`config.mk`:
```
export PLATFORM = sky130hd
export DESIGN_NAME = priority_task_scheduler
export DESIGN_NICKNAME = d
export VERILOG_FILES = /design/src/hdl/pts_pkg.sv /design/src/hdl/pts_task_ram.sv /design/src/hdl/priority_task_scheduler.sv
export SDC_FILE = /design/constraint.sdc
export NUM_CORES = 2
export LEC_CHECK = 0
export ABC_CLOCK_PERIOD_IN_PS = 7250
export BUFFER_PORTS_ARGS = -buffer_cell sky130_fd_sc_hd__buf_2
export CAP_MARGIN = 15
export CORE_MARGIN = 3
export CORE_UTILIZATION = 55
export CTS_CLUSTER_SIZE = 24
export DETAILED_ROUTE_END_ITERATION = 8
export GPL_ROUTABILITY_DRIVEN = 0
export GPL_TIMING_DRIVEN = 0
export PLACE_DENSITY_LB_ADDON = 0.2
export SLEW_MARGIN = 20
export SYNTH_ARGS = -nofsm -noshare
export SYNTH_HDL_FRONTEND = slang
export SYNTH_HIERARCHICAL = 1
export SYNTH_SLANG_ARGS = --single-unit
export TNS_END_PERCENT = 100
```
`constraint.sdc`:
```
create_clock -name clk -period 7.25 [get_ports clk]
set_input_delay 1.45 -clock clk [delete_from_list [all_inputs] [get_ports clk]]
set_output_delay 1.45 -clock clk [all_outputs]
set_load 0.05 [all_outputs]
```
`src/hdl/pts_pkg.sv`:
```
// ----------------------------------------------------------------------------
// Priority task scheduler package
// Operation, result and task-state codes used by the scheduler and its testbench.
// ----------------------------------------------------------------------------
package pts_pkg;

    localparam int OP_W     = 3;
    localparam int SLOT_F_W = 4;
    localparam int PRIO_F_W = 3;
    localparam int TICKS_W  = 16;
    localparam int STAT_W   = 2;
    localparam int ID_W     = 32;
    localparam int SLICE_W  = 8;
    localparam int IN_W     = 32;
    localparam int OUT_W    = 40;

    localparam logic [OP_W-1:0] OP_ALLOC  = 3'd0;
    localparam logic [OP_W-1:0] OP_ADD    = 3'd1;
    localparam logic [OP_W-1:0] OP_REMOVE = 3'd2;
    localparam logic [OP_W-1:0] OP_SELECT = 3'd3;
    localparam logic [OP_W-1:0] OP_TICK   = 3'd4;
    localparam logic [OP_W-1:0] OP_SLEEP  = 3'd5;

    localparam logic [STAT_W-1:0] RES_OK      = 2'd0;
    localparam logic [STAT_W-1:0] RES_NONE    = 2'd1;
    localparam logic [STAT_W-1:0] RES_IGNORED = 2'd2;

    localparam logic [1:0] TS_DEAD     = 2'd0;
    localparam logic [1:0] TS_READY    = 2'd1;
    localparam logic [1:0] TS_RUNNING  = 2'd2;
    localparam logic [1:0] TS_SLEEPING = 2'd3;

endpackage

```
`src/hdl/pts_task_ram.sv`:
```
// ----------------------------------------------------------------------------
// Task record memory
// Synchronous single-port-write, single-read memory with registered read
// data. Entries never written since reset read back as the reset record.
// ----------------------------------------------------------------------------
module pts_task_ram #(
    parameter int              DEPTH      = 16,
    parameter int              WIDTH      = 66,
    parameter logic [WIDTH-1:0] RESET_WORD = '0
) (
    input  logic                             clk,
    input  logic                             rst_n,
    input  logic [$clog2(DEPTH)-1:0]         rd_addr,
    output logic [WIDTH-1:0]                 rd_data,
    input  logic                             wr_en,
    input  logic [$clog2(DEPTH)-1:0]         wr_addr,
    input  logic [WIDTH-1:0]                 wr_data
);

    logic [WIDTH-1:0] mem [DEPTH];
    logic [DEPTH-1:0] valid_reg;
    logic [WIDTH-1:0] rd_word_reg;
    logic             rd_valid_reg;

    always_ff @(posedge clk)
    begin
        if (wr_en)
        begin
            mem[wr_addr] <= wr_data;
        end
        rd_word_reg <= mem[rd_addr];
    end

    always_ff @(posedge clk or negedge rst_n)
    begin
        if (!rst_n)
        begin
            valid_reg    <= '0;
            rd_valid_reg <= 1'b0;
        end
        else
        begin
            if (wr_en)
            begin
                valid_reg[wr_addr] <= 1'b1;
            end
            rd_valid_reg <= valid_reg[rd_addr];
        end
    end

    assign rd_data = rd_valid_reg ? rd_word_reg : RESET_WORD;

endmodule

```
`src/hdl/priority_task_scheduler.sv`:
```
// ----------------------------------------------------------------------------
// Priority task scheduler
// Fixed-priority, round-robin scheduler over a pool of task records kept in
// one synchronous memory, with per-priority FIFO ready queues linked through
// the pool.
// ----------------------------------------------------------------------------
// Add, remove and sleep take longer for each queue entry walked. Alloc and
// tick scan the task pool slot by slot; a tick takes longest when every task
// wakes and the current slice ends. Any operation may also wait for the output.
// A new request is taken only in the idle state, once the last one is done;
// the result register lets a new transaction be accepted while the previous
// result waits.
// Reset (rst_n, asynchronous, active low) makes all tasks dead, all queues
// empty, no current task, the id counter zero and the time slice ten.
// ----------------------------------------------------------------------------
module priority_task_scheduler #(
    parameter int TASKS      = 16,
    parameter int PRIORITIES = 8
) (
    input  logic                          clk,
    input  logic                          rst_n,
    // Configuration: default time slice.
    input  logic                          cfg_wen,
    input  logic [pts_pkg::SLICE_W-1:0]   cfg_wdata,
    // Requests. tdata from bit 0: operation[2:0], task_slot[6:3],
    // task_priority[9:7], sleep_ticks[25:10], zero padding.
    input  logic                          s_tvalid,
    output logic                          s_tready,
    input  logic [pts_pkg::IN_W-1:0]      s_tdata,
    // Results. tdata from bit 0: status[1:0], chosen_slot[5:2],
    // chosen_id[37:6], slice_expired[38], zero padding.
    output logic                          m_tvalid,
    input  logic                          m_tready,
    output logic [pts_pkg::OUT_W-1:0]     m_tdata
);

    import pts_pkg::*;

    // Index widths. A null pointer is encoded as TASKS.
    localparam int SLOT_W = (TASKS > 1) ? $clog2(TASKS) : 1;
    localparam int NIL_W  = $clog2(TASKS + 1);
    localparam int PRIO_W = (PRIORITIES > 1) ? $clog2(PRIORITIES) : 1;
    localparam logic [NIL_W-1:0]  NIL       = NIL_W'(TASKS);
    localparam logic [SLOT_W-1:0] LAST_SLOT = SLOT_W'(TASKS - 1);

    // Task record layout, from bit 0: status, priority, id, delay, slice, next.
    localparam int PRIO_OFF  = 2;
    localparam int ID_OFF    = PRIO_OFF + PRIO_W;
    localparam int DELAY_OFF = ID_OFF + ID_W;
    localparam int SLICE_OFF = DELAY_OFF + TICKS_W;
    localparam int NEXT_OFF  = SLICE_OFF + SLICE_W;
    localparam int REC_W     = NEXT_OFF + NIL_W;
    localparam logic [REC_W-1:0] REC_RESET = REC_W'(NIL) << NEXT_OFF;

    // Sequencer states.
    localparam logic [4:0] S_IDLE     = 5'd0;
    localparam logic [4:0] S_DISP     = 5'd1;
    localparam logic [4:0] S_AL_RD    = 5'd2;
    localparam logic [4:0] S_AL_CHK   = 5'd3;
    localparam logic [4:0] S_LOC_T    = 5'd4;
    localparam logic [4:0] S_LOC_TD   = 5'd5;
    localparam logic [4:0] S_LOC_RD   = 5'd6;
    localparam logic [4:0] S_LOC_NX   = 5'd7;
    localparam logic [4:0] S_LOC_DONE = 5'd8;
    localparam logic [4:0] S_ADD_W    = 5'd9;
    localparam logic [4:0] S_SLP_W    = 5'd10;
    localparam logic [4:0] S_RM1      = 5'd11;
    localparam logic [4:0] S_RM2      = 5'd12;
    localparam logic [4:0] S_RM3      = 5'd13;
    localparam logic [4:0] S_SEL      = 5'd14;
    localparam logic [4:0] S_SEL_DQ   = 5'd15;
    localparam logic [4:0] S_SEL_CUR  = 5'd16;
    localparam logic [4:0] S_TK_RD    = 5'd17;
    localparam logic [4:0] S_TK_CHK   = 5'd18;
    localparam logic [4:0] S_TK_NEXT  = 5'd19;
    localparam logic [4:0] S_TK_CUR   = 5'd20;
    localparam logic [4:0] S_TK_CC    = 5'd21;
    localparam logic [4:0] S_PUSH     = 5'd22;
    localparam logic [4:0] S_PUSH_W   = 5'd23;
    localparam logic [4:0] S_RESP     = 5'd24;

    logic [4:0]          state_reg;
    logic [OP_W-1:0]     op_reg;
    logic [SLOT_F_W-1:0] slot_reg;
    logic [PRIO_F_W-1:0] prio_reg;
    logic [TICKS_W-1:0]  ticks_reg;
    logic [SLOT_W-1:0]   idx_reg;
    logic [NIL_W-1:0]    cur_reg;
    logic [NIL_W-1:0]    prev_reg;
    logic [NIL_W-1:0]    steps_reg;
    logic                found_reg;
    logic [REC_W-1:0]    trec_reg;
    logic [SLOT_W-1:0]   push_slot_reg;
    logic [PRIO_W-1:0]   push_prio_reg;
    logic [4:0]          ret_reg;
    logic [NIL_W-1:0]    head_reg [PRIORITIES];
    logic [NIL_W-1:0]    tail_reg [PRIORITIES];
    logic [NIL_W-1:0]    current_reg;
    logic [ID_W-1:0]     id_cnt_reg;
    logic [SLICE_W-1:0]  slice_cfg_reg;
    logic [STAT_W-1:0]   res_status_reg;
    logic [SLOT_F_W-1:0] res_slot_reg;
    logic [ID_W-1:0]     res_id_reg;
    logic                res_exp_reg;
    logic                m_tvalid_reg;
    logic [OUT_W-1:0]    m_tdata_reg;

    // Memory port signals.
    logic [SLOT_W-1:0]   rd_addr;
    logic [REC_W-1:0]    rd_word;
    logic                wr_en;
    logic [SLOT_W-1:0]   wr_addr;
    logic [REC_W-1:0]    wr_word;

    // Fields of the word just read and of the held target record.
    logic [1:0]          rd_status;
    logic [PRIO_W-1:0]   rd_prio;
    logic [ID_W-1:0]     rd_id;
    logic [TICKS_W-1:0]  rd_delay;
    logic [SLICE_W-1:0]  rd_slice;
    logic [NIL_W-1:0]    rd_next;
    logic [PRIO_W-1:0]   t_prio;
    logic [NIL_W-1:0]    t_next;

    logic [1:0]          wr_status;
    logic [PRIO_W-1:0]   wr_prio;
    logic [ID_W-1:0]     wr_id;
    logic [TICKS_W-1:0]  wr_delay;
    logic [SLICE_W-1:0]  wr_slice;
    logic [NIL_W-1:0]    wr_next;

    logic [SLOT_W-1:0]   slot_idx;
    logic                slot_ok;
    logic                prio_ok;
    logic [TICKS_W-1:0]  delay_dec;
    logic [SLICE_W-1:0]  slice_dec;
    logic [PRIO_W-1:0]   sel_p;
    logic                sel_hit;

    assign rd_status = rd_word[1:0];
    assign rd_prio   = rd_word[PRIO_OFF +: PRIO_W];
    assign rd_id     = rd_word[ID_OFF +: ID_W];
    assign rd_delay  = rd_word[DELAY_OFF +: TICKS_W];
    assign rd_slice  = rd_word[SLICE_OFF +: SLICE_W];
    assign rd_next   = rd_word[NEXT_OFF +: NIL_W];
    assign t_prio    = trec_reg[PRIO_OFF +: PRIO_W];
    assign t_next    = trec_reg[NEXT_OFF +: NIL_W];

    assign slot_idx  = SLOT_W'(slot_reg);
    assign slot_ok   = 32'(slot_reg) < TASKS;
    assign prio_ok   = 32'(prio_reg) < PRIORITIES;
    assign delay_dec = (rd_delay != '0) ? rd_delay - 1'b1 : rd_delay;
    assign slice_dec = (rd_slice != '0) ? rd_slice - 1'b1 : rd_slice;

    // Highest non-empty queue; priority 0 wins.
    always_comb
    begin
        sel_p   = '0;
        sel_hit = 1'b0;
        for (int i = PRIORITIES - 1; i >= 0; i--)
        begin
            if (head_reg[i] != NIL)
            begin
                sel_p   = PRIO_W'(i);
                sel_hit = 1'b1;
            end
        end
    end

    // Read address for the record needed in the following state.
    always_comb
    begin
        unique case (state_reg)
            S_LOC_T:  rd_addr = slot_idx;
            S_LOC_RD: rd_addr = cur_reg[SLOT_W-1:0];
            S_RM1:    rd_addr = prev_reg[SLOT_W-1:0];
            S_SEL:    rd_addr = sel_hit ? head_reg[sel_p][SLOT_W-1:0]
                                        : current_reg[SLOT_W-1:0];
            S_TK_CUR: rd_addr = current_reg[SLOT_W-1:0];
            S_PUSH:   rd_addr = tail_reg[push_prio_reg][SLOT_W-1:0];
            default:  rd_addr = idx_reg;
        endcase
    end

    // Record updates: each is a read-modify-write of a word read the cycle
    // before, or of the held target record. A read never follows a write to
    // the same entry in the same cycle, so no forwarding is needed.
    always_comb
    begin
        wr_en     = 1'b0;
        wr_addr   = idx_reg;
        wr_status = rd_status;
        wr_prio   = rd_prio;
        wr_id     = rd_id;
        wr_delay  = rd_delay;
        wr_slice  = rd_slice;
        wr_next   = rd_next;
        unique case (state_reg)
            S_AL_CHK:
            begin
                wr_en = (rd_status == TS_DEAD);
                wr_id = id_cnt_reg;
            end
            S_ADD_W, S_SLP_W, S_RM3:
            begin
                wr_en     = 1'b1;
                wr_addr   = slot_idx;
                wr_status = trec_reg[1:0];
                wr_prio   = t_prio;
                wr_id     = trec_reg[ID_OFF +: ID_W];
                wr_delay  = trec_reg[DELAY_OFF +: TICKS_W];
                wr_slice  = trec_reg[SLICE_OFF +: SLICE_W];
                wr_next   = t_next;
                if (state_reg == S_ADD_W)
                begin
                    wr_prio   = PRIO_W'(prio_reg);
                    wr_status = TS_READY;
                    wr_slice  = slice_cfg_reg;
                    wr_next   = NIL;
                end
                else if (state_reg == S_SLP_W)
                begin
                    wr_status = TS_SLEEPING;
                    wr_delay  = ticks_reg;
                end
                else
                begin
                    wr_next = NIL;
                end
            end
            S_RM2:
            begin
                wr_en   = 1'b1;
                wr_addr = prev_reg[SLOT_W-1:0];
                wr_next = t_next;
            end
            S_SEL_DQ:
            begin
                wr_en     = 1'b1;
                wr_addr   = cur_reg[SLOT_W-1:0];
                wr_status = TS_RUNNING;
                wr_slice  = slice_cfg_reg;
                wr_next   = NIL;
            end
            S_TK_CHK:
            begin
                wr_en    = (rd_status == TS_SLEEPING);
                wr_delay = delay_dec;
                if (delay_dec == '0)
                begin
                    wr_status = TS_READY;
                    wr_next   = NIL;
                end
            end
            S_TK_CC:
            begin
                wr_en    = (rd_status == TS_RUNNING);
                wr_addr  = current_reg[SLOT_W-1:0];
                wr_slice = slice_dec;
                if (slice_dec == '0)
                begin
                    wr_status = TS_READY;
                    wr_next   = NIL;
                end
            end
            S_PUSH_W:
            begin
                wr_en   = 1'b1;
                wr_addr = tail_reg[push_prio_reg][SLOT_W-1:0];
                wr_next = NIL_W'(push_slot_reg);
            end
            default:
            begin
                wr_en = 1'b0;
            end
        endcase
    end

    assign wr_word = {wr_next, wr_slice, wr_delay, wr_id, wr_prio, wr_status};

    pts_task_ram #(
        .DEPTH      (TASKS),
        .WIDTH      (REC_W),
        .RESET_WORD (REC_RESET)
    ) u_task_ram (
        .clk     (clk),
        .rst_n   (rst_n),
        .rd_addr (rd_addr),
        .rd_data (rd_word),
        .wr_en   (wr_en),
        .wr_addr (wr_addr),
        .wr_data (wr_word)
    );

    // Sequencer.
    always_ff @(posedge clk or negedge rst_n)
    begin
        if (!rst_n)
        begin
            state_reg     <= S_IDLE;
            current_reg   <= NIL;
            id_cnt_reg    <= '0;
            slice_cfg_reg <= SLICE_W'(10);
            m_tvalid_reg  <= 1'b0;
            for (int p = 0; p < PRIORITIES; p++)
            begin
                head_reg[p] <= NIL;
                tail_reg[p] <= NIL;
            end
        end
        else
        begin
            if (cfg_wen)
            begin
                slice_cfg_reg <= cfg_wdata;
            end
            // The response state loads the output register itself.
            if (m_tvalid_reg && m_tready && state_reg != S_RESP)
            begin
                m_tvalid_reg <= 1'b0;
            end

            unique case (state_reg)
                S_IDLE:
                begin
                    if (s_tvalid)
                    begin
                        op_reg    <= s_tdata[2:0];
                        slot_reg  <= s_tdata[6:3];
                        prio_reg  <= s_tdata[9:7];
                        ticks_reg <= s_tdata[25:10];
                        state_reg <= S_DISP;
                    end
                end
                S_DISP:
                begin
                    res_status_reg <= RES_OK;
                    res_slot_reg   <= '0;
                    res_id_reg     <= '0;
                    res_exp_reg    <= 1'b0;
                    idx_reg        <= '0;
                    unique case (op_reg)
                        OP_ALLOC:
                        begin
                            state_reg <= S_AL_RD;
                        end
                        OP_ADD:
                        begin
                            if (slot_ok && prio_ok)
                            begin
                                state_reg <= S_LOC_T;
                            end
                            else
                            begin
                                res_status_reg <= RES_IGNORED;
                                state_reg      <= S_RESP;
                            end
                        end
                        OP_REMOVE, OP_SLEEP:
                        begin
                            if (slot_ok)
                            begin
                                state_reg <= S_LOC_T;
                            end
                            else
                            begin
                                res_status_reg <= RES_IGNORED;
                                state_reg      <= S_RESP;
                            end
                        end
                        OP_SELECT:
                        begin
                            state_reg <= S_SEL;
                        end
                        OP_TICK:
                        begin
                            state_reg <= S_TK_RD;
                        end
                        default:
                        begin
                            res_status_reg <= RES_IGNORED;
                            state_reg      <= S_RESP;
                        end
                    endcase
                end

                // Alloc: scan for the lowest dead slot.
                S_AL_RD:
                begin
                    state_reg <= S_AL_CHK;
                end
                S_AL_CHK:
                begin
                    if (rd_status == TS_DEAD)
                    begin
                        res_slot_reg <= SLOT_F_W'(idx_reg);
                        res_id_reg   <= id_cnt_reg;
                        id_cnt_reg   <= id_cnt_reg + 1'b1;
                        state_reg    <= S_RESP;
                    end
                    else if (idx_reg == LAST_SLOT)
                    begin
                        res_status_reg <= RES_NONE;
                        state_reg      <= S_RESP;
                    end
                    else
                    begin
                        idx_reg   <= idx_reg + 1'b1;
                        state_reg <= S_AL_RD;
                    end
                end

                // Locate: walk the queue of the task's stored priority.
                S_LOC_T:
                begin
                    state_reg <= S_LOC_TD;
                end
                S_LOC_TD:
                begin
                    trec_reg  <= rd_word;
                    cur_reg   <= head_reg[rd_prio];
                    prev_reg  <= NIL;
                    steps_reg <= '0;
                    state_reg <= S_LOC_RD;
                end
                S_LOC_RD:
                begin
                    if (cur_reg == NIL || steps_reg == NIL)
                    begin
                        found_reg <= 1'b0;
                        state_reg <= S_LOC_DONE;
                    end
                    else if (cur_reg == NIL_W'(slot_idx))
                    begin
                        found_reg <= 1'b1;
                        state_reg <= S_LOC_DONE;
                    end
                    else
                    begin
                        state_reg <= S_LOC_NX;
                    end
                end
                S_LOC_NX:
                begin
                    prev_reg  <= cur_reg;
                    cur_reg   <= rd_next;
                    steps_reg <= steps_reg + 1'b1;
                    state_reg <= S_LOC_RD;
                end
                S_LOC_DONE:
                begin
                    if (op_reg == OP_REMOVE)
                    begin
                        if (found_reg)
                        begin
                            state_reg <= S_RM1;
                        end
                        else
                        begin
                            res_status_reg <= RES_IGNORED;
                            state_reg      <= S_RESP;
                        end
                    end
                    else if (found_reg)
                    begin
                        res_status_reg <= RES_IGNORED;
                        state_reg      <= S_RESP;
                    end
                    else if (op_reg == OP_ADD)
                    begin
                        state_reg <= S_ADD_W;
                    end
                    else
                    begin
                        state_reg <= S_SLP_W;
                    end
                end

                S_ADD_W:
                begin
                    push_slot_reg <= slot_idx;
                    push_prio_reg <= PRIO_W'(prio_reg);
                    ret_reg       <= S_RESP;
                    state_reg     <= S_PUSH;
                end
                S_SLP_W:
                begin
                    state_reg <= S_RESP;
                end

                // Remove: relink the predecessor or the head, fix the tail.
                S_RM1:
                begin
                    if (prev_reg == NIL)
                    begin
                        head_reg[t_prio] <= t_next;
                        state_reg        <= S_RM3;
                    end
                    else
                    begin
                        state_reg <= S_RM2;
                    end
                end
                S_RM2:
                begin
                    state_reg <= S_RM3;
                end
                S_RM3:
                begin
                    if (tail_reg[t_prio] == NIL_W'(slot_idx))
                    begin
                        tail_reg[t_prio] <= prev_reg;
                    end
                    state_reg <= S_RESP;
                end

                // Select: dequeue the best head, or report the current task.
                S_SEL:
                begin
                    if (sel_hit)
                    begin
                        cur_reg   <= head_reg[sel_p];
                        state_reg <= S_SEL_DQ;
                    end
                    else if (current_reg != NIL)
                    begin
                        state_reg <= S_SEL_CUR;
                    end
                    else
                    begin
                        res_status_reg <= RES_NONE;
                        state_reg      <= S_RESP;
                    end
                end
                S_SEL_DQ:
                begin
                    head_reg[rd_prio] <= rd_next;
                    if (rd_next == NIL)
                    begin
                        tail_reg[rd_prio] <= NIL;
                    end
                    current_reg  <= cur_reg;
                    res_slot_reg <= SLOT_F_W'(cur_reg[SLOT_W-1:0]);
                    res_id_reg   <= rd_id;
                    state_reg    <= S_RESP;
                end
                S_SEL_CUR:
                begin
                    res_slot_reg <= SLOT_F_W'(current_reg[SLOT_W-1:0]);
                    res_id_reg   <= rd_id;
                    state_reg    <= S_RESP;
                end

                // Tick: wake sleepers in slot order, then age the current task.
                S_TK_RD:
                begin
                    state_reg <= S_TK_CHK;
                end
                S_TK_CHK:
                begin
                    if (rd_status == TS_SLEEPING && delay_dec == '0)
                    begin
                        push_slot_reg <= idx_reg;
                        push_prio_reg <= rd_prio;
                        ret_reg       <= S_TK_NEXT;
                        state_reg     <= S_PUSH;
                    end
                    else
                    begin
                        state_reg <= S_TK_NEXT;
                    end
                end
                S_TK_NEXT:
                begin
                    if (idx_reg == LAST_SLOT)
                    begin
                        state_reg <= S_TK_CUR;
                    end
                    else
                    begin
                        idx_reg   <= idx_reg + 1'b1;
                        state_reg <= S_TK_RD;
                    end
                end
                S_TK_CUR:
                begin
                    state_reg <= (current_reg != NIL) ? S_TK_CC : S_RESP;
                end
                S_TK_CC:
                begin
                    if (rd_status == TS_RUNNING && slice_dec == '0)
                    begin
                        res_exp_reg   <= 1'b1;
                        push_slot_reg <= current_reg[SLOT_W-1:0];
                        push_prio_reg <= rd_prio;
                        ret_reg       <= S_RESP;
                        state_reg     <= S_PUSH;
                    end
                    else
                    begin
                        state_reg <= S_RESP;
                    end
                end

                // Append push_slot to the tail of its queue.
                S_PUSH:
                begin
                    if (tail_reg[push_prio_reg] == NIL)
                    begin
                        head_reg[push_prio_reg] <= NIL_W'(push_slot_reg);
                        tail_reg[push_prio_reg] <= NIL_W'(push_slot_reg);
                        state_reg               <= ret_reg;
                    end
                    else
                    begin
                        state_reg <= S_PUSH_W;
                    end
                end
                S_PUSH_W:
                begin
                    tail_reg[push_prio_reg] <= NIL_W'(push_slot_reg);
                    state_reg               <= ret_reg;
                end

                // Hand the result to the output register once it is free.
                S_RESP:
                begin
                    if (!m_tvalid_reg || m_tready)
                    begin
                        m_tvalid_reg <= 1'b1;
                        m_tdata_reg  <= {1'b0, res_exp_reg, res_id_reg,
                                         res_slot_reg, res_status_reg};
                        state_reg    <= S_IDLE;
                    end
                end
                default:
                begin
                    state_reg <= S_IDLE;
                end
            endcase
        end
    end

    assign s_tready = (state_reg == S_IDLE);
    assign m_tvalid = m_tvalid_reg;
    assign m_tdata  = m_tdata_reg;

endmodule

```
==> flow_summary.ini <==
[outcome]
status = finished, final reports clean

[global_routing]
grt_usage_pct = 30.1
grt_pass1_vias = 38200
grt_pass1_wl_mm = 256
antenna_found_initial = 2
grt_max_degree = 90
grt-ovfl-total = 0

[power_and_ir_drop]
peakVddDrop_uv = 269
powerDensity_mw_per_mm2 = 358
p_leak_uw = 0.0239

[cells_and_area]
finalNetCount = 4235
drive_gt1_share_pct = 19.7
largest_register_ffs = 1056
seqCellArea_mm2 = 0.0427
final.fill_count = 7556
antenna_cells = 0
multiInputGateArea_mm2 = 0.0177
instances_no_fill = 5778
final_util_pct = 64.2
syn_to_final_growth_pct = 14.8

[placement]
dp_slack_ps = 1290
numPortBuffers = 78
dp.cells = 5501
dpl.hpwl_mm = 116

[worst_setup_path]
rrSetupSlack_ps = 790
crit_top_cell = buf_8
critical_path.top_delay_family = simple AND/OR/NAND/NOR gates
r2r_start = state_reg[4]
max_stage_delay_ps = 960
worst-path-max-fanout = 11
cp.required_ps = 7700
path_cells = nor3b_1 -> nand2_1 -> nand2_1 -> clkbuf_1 -> a21oi_1 -> a41oi_1 -> nand3b_1 -> nor3_4 -> buf_8 -> buf_8 -> buf_8 -> buf_16
endpoint_kind = flip-flop
path_buf_inv = 5
critPathArrivalTime_ps = 6900
worst_path_max_delay_cell = nor3b_1
crit_type = reg -> reg
start_kind = flip-flop
crit_start = state_reg[4]

[sta]
post-route-period-util_pct = 89.1
setup-tns-final_ps = 0
hold_viol_final = 0
setup_ws_ps = 793
clock.fmax_ghz = 0.155
finalSetupViolations = 0
drv_slew = 0
fin_skew_ps = 34.8
max_slew.worst_pin.slew_ps = 1180
rsz0062_at_grt = false
hold_ws_ps = 414
max-slew-margin-rel_pct = 21.4
min_period_ps = 6460

[logic_synthesis]
synth_cell_types = 82
syn-num-nets = 3911
synth-seq-cells = 1469
synth_ff_type = edfxtp_1
async_flop_share_pct = 10.1
netlist_instances = 3856
postSynthAreaPerCell_um2 = 15.9
synth_top_area_cell = edfxtp_1
ys_top_cells_by_area = edfxtp_1 61%, mux4_2 10%, dfrtp_1 5.3%
ys_warn_count = 6
synth_top_cell_area_share_pct = 61.4
seq_area_frac_synth_pct = 69.6
synth_edf_count = 1255
syn_area_mm2 = 0.0614

[floorplan]
fp-row-count = 121
pin_count = 87
die_y_um = 340
die_area_mm2 = 0.116
die_x_um = 340
start_util_pct = 55.9
core_mm2 = 0.110

[cts]
root_buffer = clkbuf_16
clk_pin_slew_ps = 70
ctsResizeCount = 0
cts_buffers = 149
clockBufferDepth = 3
ctsHoldBuffers = 0
htreeDepth = 4
cts_tree = done
post_cts_buffers = 0
clk_latency_ps = 770
cts.sinks = 1469

[job]
max_cap_viol_count = 0

[drt]
wl_met1_mm = 65.7
initialDrtViolationCount = 6198
wl_met2_mm = 77.6
wl_mm = 173
routed.top_layer = met5
drt_first_pass_iters = 8
vias = 38800
wl_per_cell_um = 30.0
ant_nets = 0
avgViaCountPerCell = 6.72
drc = 0
wl_met3_mm = 22.9

[hold_path]
hp-start = res_id_reg[0]
hp-class = reg -> reg
## per-layer routing
metal	GRT usage [%]	up-vias
li1	-	16100
met1	42.7	19500
met2	44.8	2730
met3	8.80	550
met4	11.1	2
met5	0	-
## where the power goes
part           total [uW]  switching [uW]  internal, uW  leakage (uW)
clock                7580            3300          4280       0.00237
combinational        6340            4240          2110       0.00748
sequential          11300             469         10900        0.0140
total               25200            8010         17200        0.0239
## through the flow
step                power, uW  area, um2
detailed placement      17600      65600
floorplan               15200      61400
global placement        17300      63600
global route            26200      70500
CTS                     25200      70400
finish                  25200      70500
## cell type report
class	instances	share of cell area (%)
repair buffers	173	3.08
plain buffers	248	1.52
clock inverters	78	1.02
inverters	33	0.176
multi-input cells	2106	25.1
clock buffers	195	5.81
flip-flops and latches	1469	60.7
well taps	1476	2.62
## cells in the mapped netlist (19+ instances only)
master,instances
o32a_1,28
o21ai_0,153
a22oi_1,192
o211ai_1,44
clkbuf_1,176
a22o_1,44
nand2_1,341
buf_2,26
or2_2,23
o22ai_1,29
buf_1,21
dfxtp_1,66
mux2_2,25
mux2i_1,84
a31oi_1,39
edfxtp_1,1255
dfrtp_1,129
nor2_1,165
dfstp_2,19
xnor2_1,37
nand3_1,85
nand2b_1,21
a21oi_1,118
buf_4,21
mux4_2,272
and2_1,77
nor3_1,42
inv_1,29
## worst register-to-register path, stage by stage (launching register included)
cell	delay, ps
dfrtp_1	440
nor3b_1	960
nand2_1	660
nand2_1	760
clkbuf_1	880
a21oi_1	180
a41oi_1	440
nand3b_1	470
nor3_4	570
buf_8	230
buf_8	190
buf_8	200
buf_16	170
## cells by family (layout without fill, tap and decap cells)
logic type | Yosys count | after routing | share of synthesized area (%)
other | 1 | 1 | 0.00611
XOR/XNOR | 47 | 47 | 0.671
AO/OA/AOI/OAI | 790 | 790 | 8.89
adder cells (fa/ha/maj) | 10 | 10 | 0.204
buffers and inverters | 281 | 727 | 1.95
flip-flops | 1469 | 1469 | 69.6
multiplexers | 381 | 381 | 11.8
AND/OR/NAND/NOR | 877 | 877 | 6.84
## worst paths after layout
| path | cells after the start | to |
|---|---|---|
| max reg2reg | 12 | u_task_ram/mem[1][31] |
| min | 0 | m_tdata[6] |
| min reg2reg | 0 | m_tdata[6] |
| max | 12 | u_task_ram/mem[1][31] |
| max in group asynchronous | 2 | id_cnt_reg[13] |
| min in group asynchronous | 1 | async pin |
## cell usage in the layout (no fill, tap or decap), types with 28 or more instances in the layout
cell type  count
o211ai_1      44
dfxtp_1       66
nand3_1       85
xnor2_1       37
a22oi_1      192
a22o_1        44
a21oi_1      116
dfrtp_1      129
inv_1         29
a31oi_1       39
nor3_1        36
clkinv_2      29
nor2_1       147
clkbuf_16    151
clkbuf_1     205
and2_1        76
o32a_1        28
mux2i_1       84
o21ai_0      146
o22ai_1       29
mux4_2       272
buf_12        29
buf_4         29
nand2_1      341
buf_2        105
edfxtp_1    1255
Note: power is estimated with default switching activity, not from simulation.
